--- src/bounded_deque_core_defines.svh ---
// assertion macros used by the deque core rtl
`ifndef BOUNDED_DEQUE_CORE_DEFINES_SVH
`define BOUNDED_DEQUE_CORE_DEFINES_SVH

// checked only while out of reset
`define BDQ_ASSERT(lbl, prop, msg) \
  lbl: assert property (@(posedge clk_i) disable iff (!rst_ni) prop) else $error(msg);

// checked at every edge, reset included
`define BDQ_ASSERT_ALWAYS(lbl, prop, msg) \
  lbl: assert property (@(posedge clk_i) prop) else $error(msg);

`endif

--- src/bdq_pkg.sv ---
package bdq_pkg;

  // storage geometry
  localparam int unsigned DEPTH     = 16;
  localparam int unsigned ITEM_BITS = 32;
  localparam int unsigned CNT_W     = $clog2(DEPTH + 1);

  // fixed field widths of the channels
  localparam int unsigned FUNC_W   = 2;
  localparam int unsigned DATA_W   = 32;
  localparam int unsigned COUNT_W  = 5;
  localparam int unsigned STATUS_W = 2;

  typedef enum logic [FUNC_W-1:0] {
    FUNC_PUSH_BACK  = 2'd0,
    FUNC_POP_BACK   = 2'd1,
    FUNC_PUSH_FRONT = 2'd2,
    FUNC_POP_FRONT  = 2'd3
  } func_e;

  typedef enum logic [STATUS_W-1:0] {
    ST_OK    = 2'd0,
    ST_EMPTY = 2'd1,
    ST_FULL  = 2'd2
  } status_e;

  // one request as seen by every cell, at most one bit set
  typedef struct packed {
    logic push_front;
    logic pop_front;
    logic push_back;
    logic pop_back;
  } cell_ctrl_t;

  // what a cell shows its neighbours
  typedef struct packed {
    logic                 valid;
    logic [ITEM_BITS-1:0] data;
  } cell_link_t;

endpackage

--- src/bdq_req_if.sv ---
interface bdq_req_if
  import bdq_pkg::*;
();
  logic              valid;
  logic              ready;
  logic [FUNC_W-1:0] func;
  logic [DATA_W-1:0] data_in;

  modport source (output valid, output func, output data_in, input ready);
  modport sink   (input valid, input func, input data_in, output ready);
endinterface

--- src/bdq_rsp_if.sv ---
interface bdq_rsp_if
  import bdq_pkg::*;
();
  logic                valid;
  logic                ready;
  logic [DATA_W-1:0]   data_out;
  logic [COUNT_W-1:0]  count_after;
  logic [STATUS_W-1:0] status;

  modport source (output valid, output data_out, output count_after, output status,
                  input ready);
  modport sink   (input valid, input data_out, input count_after, input status,
                  output ready);
endinterface

--- src/bounded_deque_core.sv ---
// Double-ended queue of up to DEPTH items held in a row of cells.
// Request channel req_i carries func (add back, take back, add front,
// take front) and data_in; response channel rsp_o returns one item per
// request with data_out (the item taken, else zero), count_after and status
// (ok, empty on take, full on add). A refused request changes nothing.
// The front item always sits in cell 0: front adds and takes shift every
// cell by one place at once, back adds and takes act on the cell
// at the occupied boundary.
// The response appears in the output register in the cycle after the
// request is accepted. Throughput: one request per cycle while the receiver
// does not stall, as the whole cell row updates at once on each request.
// Reset (rst_ni low, asynchronous) empties the queue and drops any pending
// response; no clearing pass is needed.
// When the receiver stalls the response holds in its register and req_i
// ready falls, so no further request is taken until the response leaves.
module bounded_deque_core
  import bdq_pkg::*;
(
  input  logic      clk_i,
  input  logic      rst_ni,
  bdq_req_if.sink   req_i,
  bdq_rsp_if.source rsp_o
);

`include "bounded_deque_core_defines.svh"

  cell_link_t           link  [DEPTH+2];
  logic [ITEM_BITS-1:0] tails [DEPTH];
  logic [ITEM_BITS-1:0] tail_item;
  logic [ITEM_BITS-1:0] item;
  logic [DEPTH-1:0]     valid_vec;
  cell_ctrl_t           ctrl;
  func_e                func;
  logic                 accept, empty, full;

  logic [CNT_W-1:0]    count_q, count_d;
  logic                rsp_valid_q;
  logic [DATA_W-1:0]   data_q, data_d;
  status_e             status_q, status_d;

  assign func   = func_e'(req_i.func);
  assign item   = ITEM_BITS'(req_i.data_in);
  assign accept = req_i.valid && req_i.ready;
  assign req_i.ready = !rsp_valid_q || rsp_o.ready;

  // row ends: cell 0 sees the new item on its left, the last cell an empty slot
  assign link[0].valid       = 1'b1;
  assign link[0].data        = item;
  assign link[DEPTH+1].valid = 1'b0;
  assign link[DEPTH+1].data  = '0;

  // the cell row
  for (genvar i = 0; i < DEPTH; i++) begin : g_cell
    bdq_cell u_cell (
      .clk_i   (clk_i),
      .rst_ni  (rst_ni),
      .ctrl_i  (ctrl),
      .item_i  (item),
      .left_i  (link[i]),
      .right_i (link[i+2]),
      .cell_o  (link[i+1]),
      .tail_o  (tails[i])
    );
    assign valid_vec[i] = link[i+1].valid;
  end

  assign empty = !link[1].valid;
  assign full  = link[DEPTH].valid;

  // only one cell drives a non-zero tail item
  always_comb begin
    tail_item = '0;
    for (int i = 0; i < DEPTH; i++) begin
      tail_item = tail_item | tails[i];
    end
  end

  // decode the request against the current fill
  always_comb begin
    ctrl     = '0;
    count_d  = count_q;
    data_d   = '0;
    status_d = ST_OK;
    unique case (func)
      FUNC_PUSH_BACK: begin
        if (full) begin
          status_d = ST_FULL;
        end else begin
          ctrl.push_back = accept;
          count_d        = count_q + 1'b1;
        end
      end
      FUNC_POP_BACK: begin
        if (empty) begin
          status_d = ST_EMPTY;
        end else begin
          ctrl.pop_back = accept;
          count_d       = count_q - 1'b1;
          data_d        = DATA_W'(tail_item);
        end
      end
      FUNC_PUSH_FRONT: begin
        if (full) begin
          status_d = ST_FULL;
        end else begin
          ctrl.push_front = accept;
          count_d         = count_q + 1'b1;
        end
      end
      FUNC_POP_FRONT: begin
        if (empty) begin
          status_d = ST_EMPTY;
        end else begin
          ctrl.pop_front = accept;
          count_d        = count_q - 1'b1;
          data_d         = DATA_W'(link[1].data);
        end
      end
      default: begin
        status_d = ST_OK;
      end
    endcase
  end

  // fill count and response valid
  always_ff @(posedge clk_i or negedge rst_ni) begin
    if (!rst_ni) begin
      count_q     <= '0;
      rsp_valid_q <= 1'b0;
    end else begin
      if (accept) begin
        count_q     <= count_d;
        rsp_valid_q <= 1'b1;
      end else if (rsp_o.ready) begin
        rsp_valid_q <= 1'b0;
      end
    end
  end

  // response payload
  logic [CNT_W-1:0] rsp_count_q;
  always_ff @(posedge clk_i) begin
    if (accept) begin
      data_q      <= data_d;
      status_q    <= status_d;
      rsp_count_q <= count_d;
    end
  end

  assign rsp_o.valid       = rsp_valid_q;
  assign rsp_o.data_out    = data_q;
  assign rsp_o.count_after = COUNT_W'(rsp_count_q);
  assign rsp_o.status      = status_q;

  // checks
  `BDQ_ASSERT_ALWAYS(a_count_matches_cells, count_q == CNT_W'($countones(valid_vec)), "fill count differs from occupied cells")
  `BDQ_ASSERT(a_cells_packed, (valid_vec & (valid_vec + 1'b1)) == '0, "occupied cells not packed from the front")
  `BDQ_ASSERT(a_empty_take_refused, accept && empty && (func == FUNC_POP_BACK || func == FUNC_POP_FRONT) |=> rsp_o.valid && rsp_o.status == ST_EMPTY && $stable(valid_vec), "take from empty queue not refused")
  `BDQ_ASSERT(a_stall_holds_queue, rsp_valid_q && !rsp_o.ready |=> $stable(count_q), "queue changed while response stalled")

endmodule

--- src/bdq_cell.sv ---
module bdq_cell
  import bdq_pkg::*;
(
  input  logic                 clk_i,
  input  logic                 rst_ni,
  input  cell_ctrl_t           ctrl_i,
  input  logic [ITEM_BITS-1:0] item_i,
  input  cell_link_t           left_i,
  input  cell_link_t           right_i,
  output cell_link_t           cell_o,
  output logic [ITEM_BITS-1:0] tail_o
);

  logic                 valid_q, valid_d;
  logic [ITEM_BITS-1:0] data_q, data_d;

  // front ops shift the whole row, back ops touch only the boundary cell
  always_comb begin
    valid_d = valid_q;
    data_d  = data_q;
    if (ctrl_i.push_front) begin
      valid_d = left_i.valid;
      data_d  = left_i.data;
    end else if (ctrl_i.pop_front) begin
      valid_d = right_i.valid;
      data_d  = right_i.data;
    end else if (ctrl_i.push_back && !valid_q && left_i.valid) begin
      valid_d = 1'b1;
      data_d  = item_i;
    end else if (ctrl_i.pop_back && valid_q && !right_i.valid) begin
      valid_d = 1'b0;
    end
  end

  always_ff @(posedge clk_i or negedge rst_ni) begin
    if (!rst_ni) begin
      valid_q <= 1'b0;
    end else begin
      valid_q <= valid_d;
    end
  end

  always_ff @(posedge clk_i) begin
    data_q <= data_d;
  end

  // last occupied cell offers its item for a take from the back
  assign tail_o = (valid_q && !right_i.valid) ? data_q : '0;

  assign cell_o.valid = valid_q;
  assign cell_o.data  = data_q;

endmodule

--- src/flat_wrapper.sv ---
// flat-port wrapper written by rule: the top's interface ports become plain ports
module bounded_deque_core_flat import bdq_pkg::*;
  (clk_i, rst_ni, req_i_valid, req_i_func, req_i_data_in, req_i_ready, rsp_o_valid, rsp_o_data_out, rsp_o_count_after, rsp_o_status, rsp_o_ready);
  bdq_req_if req_i_i ();
  bdq_rsp_if rsp_o_i ();
  input  logic clk_i;
  input  logic rst_ni;
  input wire logic [$bits(req_i_i.valid)-1:0] req_i_valid;
  input wire logic [$bits(req_i_i.func)-1:0] req_i_func;
  input wire logic [$bits(req_i_i.data_in)-1:0] req_i_data_in;
  output wire logic [$bits(req_i_i.ready)-1:0] req_i_ready;
  output wire logic [$bits(rsp_o_i.valid)-1:0] rsp_o_valid;
  output wire logic [$bits(rsp_o_i.data_out)-1:0] rsp_o_data_out;
  output wire logic [$bits(rsp_o_i.count_after)-1:0] rsp_o_count_after;
  output wire logic [$bits(rsp_o_i.status)-1:0] rsp_o_status;
  input wire logic [$bits(rsp_o_i.ready)-1:0] rsp_o_ready;
  assign req_i_i.valid = req_i_valid;
  assign req_i_i.func = req_i_func;
  assign req_i_i.data_in = req_i_data_in;
  assign req_i_ready = req_i_i.ready;
  assign rsp_o_valid = rsp_o_i.valid;
  assign rsp_o_data_out = rsp_o_i.data_out;
  assign rsp_o_count_after = rsp_o_i.count_after;
  assign rsp_o_status = rsp_o_i.status;
  assign rsp_o_i.ready = rsp_o_ready;
  bounded_deque_core u_core (.clk_i(clk_i), .rst_ni(rst_ni), .req_i(req_i_i), .rsp_o(rsp_o_i));
endmodule
--- config.mk ---
export PLATFORM = sky130hd
export DESIGN_NAME = bounded_deque_core_flat
export DESIGN_NICKNAME = d
export VERILOG_FILES = /design/src/bdq_pkg.sv /design/src/bdq_req_if.sv /design/src/bdq_rsp_if.sv /design/src/bounded_deque_core.sv /design/src/bdq_cell.sv /design/src/flat_wrapper.sv
export VERILOG_INCLUDE_DIRS = /design/src /design/src/src
export SDC_FILE = /design/constraint.sdc
export NUM_CORES = 1
export LEC_CHECK = 0
export BUFFER_PORTS_ARGS = -buffer_cell sky130_fd_sc_hd__clkbuf_2
export CORE_ASPECT_RATIO = 0.9
export CORE_MARGIN = 5
export CORE_UTILIZATION = 50
export DETAILED_ROUTE_END_ITERATION = 16
export MAX_ROUTING_LAYER = met4
export PLACE_DENSITY = 0.66
export SYNTH_ARGS = -nofsm -noshare
export SYNTH_HDL_FRONTEND = slang
export SYNTH_SLANG_ARGS = --single-unit
--- constraint.sdc ---
create_clock -name clk_i -period 4.59 [get_ports clk_i]
set_input_delay 0.918 -clock clk_i [delete_from_list [all_inputs] [get_ports clk_i]]
set_output_delay 0.918 -clock clk_i [all_outputs]
set_load 0.02 [all_outputs]
==> impl_summary.log <==
INFO  metric synth_cell_type_count = 48
INFO  metric drive_gt1_share = between 10% and 20%
INFO  metric yosysWarningCount = 0
INFO  metric grt_setup_unrepaired = no
INFO  metric post_cts_buffers = 0
INFO  metric max_slew.worst_pin.slew = 1.17 ns
INFO  metric cts_tree = built
INFO  metric power.switching_fraction = about 34%
INFO  metric synth_most_common_cell = sky130_fd_sc_hd__nand2_1
INFO  metric globalRoute.totalOverflow = 0
INFO  metric critPathKind = reg -> out
INFO  metric worst_ir_drop_vdd = 0.412 mV
INFO  metric place.port_buffers = 78
INFO  metric yosys-mux-area-fraction = between 1 and 1.5%
INFO  metric cp_data_required_time = 3.67 ns
INFO  metric p_total = 16.0 mW
INFO  metric drt-vias-per-instance = between 7 and 8
INFO  metric fillerInstances = 4,627
INFO  metric critPathSlowestCell = sky130_fd_sc_hd__nor2b_1
INFO  metric yosys.area_share.adder = 0.0899%
INFO  metric worstHoldPathType = in -> async
INFO  metric routed_via_count = 22,500
INFO  metric cts_buffers = 58
INFO  metric synth_top_cells_by_count = sky130_fd_sc_hd__nand2_1, sky130_fd_sc_hd__a22oi_1, sky130_fd_sc_hd__edfxtp_1, sky130_fd_sc_hd__buf_2, sky130_fd_sc_hd__clkbuf_1
INFO  metric netlist_area = 27,800 um^2
INFO  metric nNetsFinal = about 2,400
INFO  metric synth_xor_xnor_area_share = 0.220%
INFO  metric period_share = 72.5%
INFO  metric drv.max_cap_violation_count = 0
INFO  metric pwr-share-clk = between 30% and 40%
INFO  metric synthDominantCellAreaShare = 59.5%
INFO  metric clock.fmax = 301 MHz
INFO  metric gp_routability_congestion = roughly 0.89
INFO  metric die_height = roughly 230 um
INFO  metric post-route-drc-count = 0
INFO  metric path_clk_slew = approximately 0.06 ns
INFO  metric cell_internal_pwr = 10.5 mW
INFO  metric worstSkewPairLatency = 0.64 ns
INFO  metric grt_pass1_wl = roughly 140 mm
INFO  metric initial_core_util = 50.2%
INFO  metric design.core.area = 55,400 um^2
INFO  metric multi_input_area = 9920 um^2
INFO  metric switchingPower = 5.51 mW
INFO  metric vias_in_the_first_global_route = 20,800
INFO  metric combinational_family_with_the_most_area_after_synthesis = compound AO/OA/AOI/OAI gates
INFO  metric fp.dieW = 259 um
INFO  metric grt_antenna_before_repair = 1
INFO  metric netlist_top_cells_area = sky130_fd_sc_hd__edfxtp_1, sky130_fd_sc_hd__a22oi_1, sky130_fd_sc_hd__nand2_1
INFO  metric clockBufferDepth = 3
INFO  metric pwr_density_cell = 518 nW/um^2
INFO  metric seq_area = ~17,000 um^2
INFO  metric fp.dieArea = 60,500 um^2
INFO  metric numClockSinks = 573
INFO  metric seqPwrFrac = a little over two fifths
INFO  metric timing.final.hold_violations = 0
INFO  metric postCtsHoldBufs = 0
INFO  metric place_inst = 3,024
INFO  metric synth-simple-area-share = between 10% and 20%
INFO  metric grt_use_total = 31.0%
INFO  metric synth_nets = approximately 2,400
INFO  metric crit_fanout = 8
INFO  metric maxSlewHeadroom = 21.5%
INFO  metric clock-root-buffer = sky130_fd_sc_hd__clkbuf_16
INFO  metric final_period_minus_worst_setup_slack = 3.33 ns
INFO  metric ant_nets = 0
INFO  metric syn_inst = 2,389
INFO  metric most_area_hungry_cell_type_in_the_yosys_netlist = sky130_fd_sc_hd__edfxtp_1
INFO  metric critical-path-top-delay-family = buffers and inverters
INFO  metric setup_total_negative_slack = 0 ns
INFO  metric finalHoldWorstSlack = 0.294 ns
INFO  metric drt-wirelength-per-cell = between 30 and 40 um
INFO  metric comb_power_share = about a quarter
INFO  metric cp.arrival = 2.41 ns
INFO  metric dp_hpwl = 53.1 mm
INFO  metric run_status = finished, final reports clean
INFO  metric crit_chain = nor2b_1, clkinv_1, clkbuf_2
INFO  metric ioPinCount = 79
INFO  metric post_cts.resized_instances = 0
INFO  metric yosysSeqAreaShare = 61.4%
INFO  metric synth-compound-area-share = roughly 22%
INFO  metric asyncSetResetFlopFracSynth = around 3.8%
INFO  metric firstDrtPassIters = 7
INFO  metric synth_enable_flop_cells = roughly 550
INFO  metric fp-row-count = 82
INFO  metric critical_path.n_buffers_inverters = 2
INFO  metric worst_setup_path_end_kind = output pin
INFO  metric wirelength = 94.8 mm
INFO  metric dominantRegCellSynth = sky130_fd_sc_hd__edfxtp_1
INFO  metric grt_start_max_net_pins = around 190
INFO  metric stdcell_count = around 3,100
INFO  metric setup_violations = 0
INFO  metric cp_slowest_stage_delay = 0.68 ns
INFO  metric syn-mean-instance-area = about 12 um^2
INFO  metric areaGrowthSynthToFinish = 11.1%
INFO  metric fin_worst_skew = 0.0122 ns
INFO  metric leakage = roughly 11 nW
INFO  metric critPathLaunchType = register
INFO  metric h_tree_level_count = 2
INFO  metric drt_first_iter_violations = between 4,000 and 5,000
INFO  metric postSynthRegisterBits = 573
INFO  metric finalMaxSlewViolations = 0
## state kept, by name (all words and copies together), names as in the netlist
signal	flops
u_core.rsp_o.data_out	32
u_core.rsp_o.status	2
u_core.count_q	5
u_core.rsp_o.count_after	5
u_core.rsp_o.valid	1
u_core.g_cell.u_cell.data_q	512
u_core.g_cell.u_cell.valid_q	16
## worst paths after layout
check                      cells past startpoint                                            end  slack (ns)                           start
setup / recovery                               3                                    req_i_ready        1.26  u_core.rsp_o.valid$_DFFE_PN0P_
hold / removal                                 1                  u_core.count_q[2]$_DFFE_PN0P_        0.29                          rst_ni
setup reg to reg                               6  u_core.g_cell[13].u_cell.data_q[13]$_DFFE_PP_        1.28  u_core.rsp_o.valid$_DFFE_PN0P_
hold reg to reg                                1                  u_core.count_q[3]$_DFFE_PN0P_        0.54   u_core.count_q[3]$_DFFE_PN0P_
max in group asynchronous                      1   u_core.g_cell[15].u_cell.valid_q$_DFFE_PN0P_        3.84                          rst_ni
min in group clk_i                             1                  u_core.count_q[3]$_DFFE_PN0P_        0.54   u_core.count_q[3]$_DFFE_PN0P_
## kinds of logic after synthesis
kind of cell | count (synthesis)
compound gates | 801
mux | 34
xor+xnor | 7
simple gates | 736
flops | 573
fa+ha+maj | 2
buf+inv | 236
## final cells by class
type	count	area share [%]
flip-flops and latches	573	55.3
multi-input cells	1580	32.1
clock buffers	71	4.99
repair buffers	148	3.37
well taps	714	2.89
clock inverters	36	1.24
inverters	9	0.109
diodes	1	0.00809
## power groups by stage
stage | Sequential [mW] | Clock [mW] | Combinational [mW]
2_1_floorplan | 6.79 | 0 | 2.33
3_3_place_gp | 6.95 | 0 | 3.98
3_5_place_dp | 6.96 | 0 | 4.04
4_1_cts | 6.85 | 4.96 | 4.05
5_1_grt | 6.91 | 5.19 | 4.35
6_report | 6.89 | 4.91 | 4.22
## cell usage in the layout, fill, tap and decap left out, types with 34 or more instances in the layout
cell type | synthesis | layout
sky130_fd_sc_hd__nand2_1 | 596 | 584
sky130_fd_sc_hd__a22oi_1 | 579 | 579
sky130_fd_sc_hd__edfxtp_1 | 551 | 551
sky130_fd_sc_hd__clkbuf_2 | 0 | 78
sky130_fd_sc_hd__buf_4 | 1 | 60
sky130_fd_sc_hd__clkbuf_16 | 0 | 59
sky130_fd_sc_hd__a221oi_1 | 52 | 52
sky130_fd_sc_hd__o21ai_0 | 47 | 44
sky130_fd_sc_hd__a22o_1 | 38 | 38
sky130_fd_sc_hd__mux2_2 | 34 | 34
## layer usage
layer / share of wire [%] / track usage (%) / wire length (um)
met1: 39 / 43.1 / 36500
met2: 43 / 44.7 / 41200
met3: 14 / 7.64 / 13100
met4: 4.2 / 11.5 / 3960
met5: 0 / - / 0
## worst reg2reg max path: stages, from the launching register on
cell                        delay [ns]
sky130_fd_sc_hd__dfrtp_1          0.35
sky130_fd_sc_hd__nor2b_1          0.68
sky130_fd_sc_hd__clkinv_1         0.47
sky130_fd_sc_hd__o2111ai_4        0.36
sky130_fd_sc_hd__buf_4            0.33
sky130_fd_sc_hd__nand2_2          0.40
sky130_fd_sc_hd__buf_4            0.43
## metrics by stage
step	instance area, um^2	setup slack (ns)	util, %
2_1_floorplan	27800	-0.309	-
3_3_place_gp	29000	0.734	52.3
3_5_place_dp	29000	0.715	52.3
4_1_cts	30900	1.25	55.8
5_1_grt	30900	1.14	55.8
6_report	30900	1.26	55.8
No activity file was read; power rests on OpenSTA's default activity.
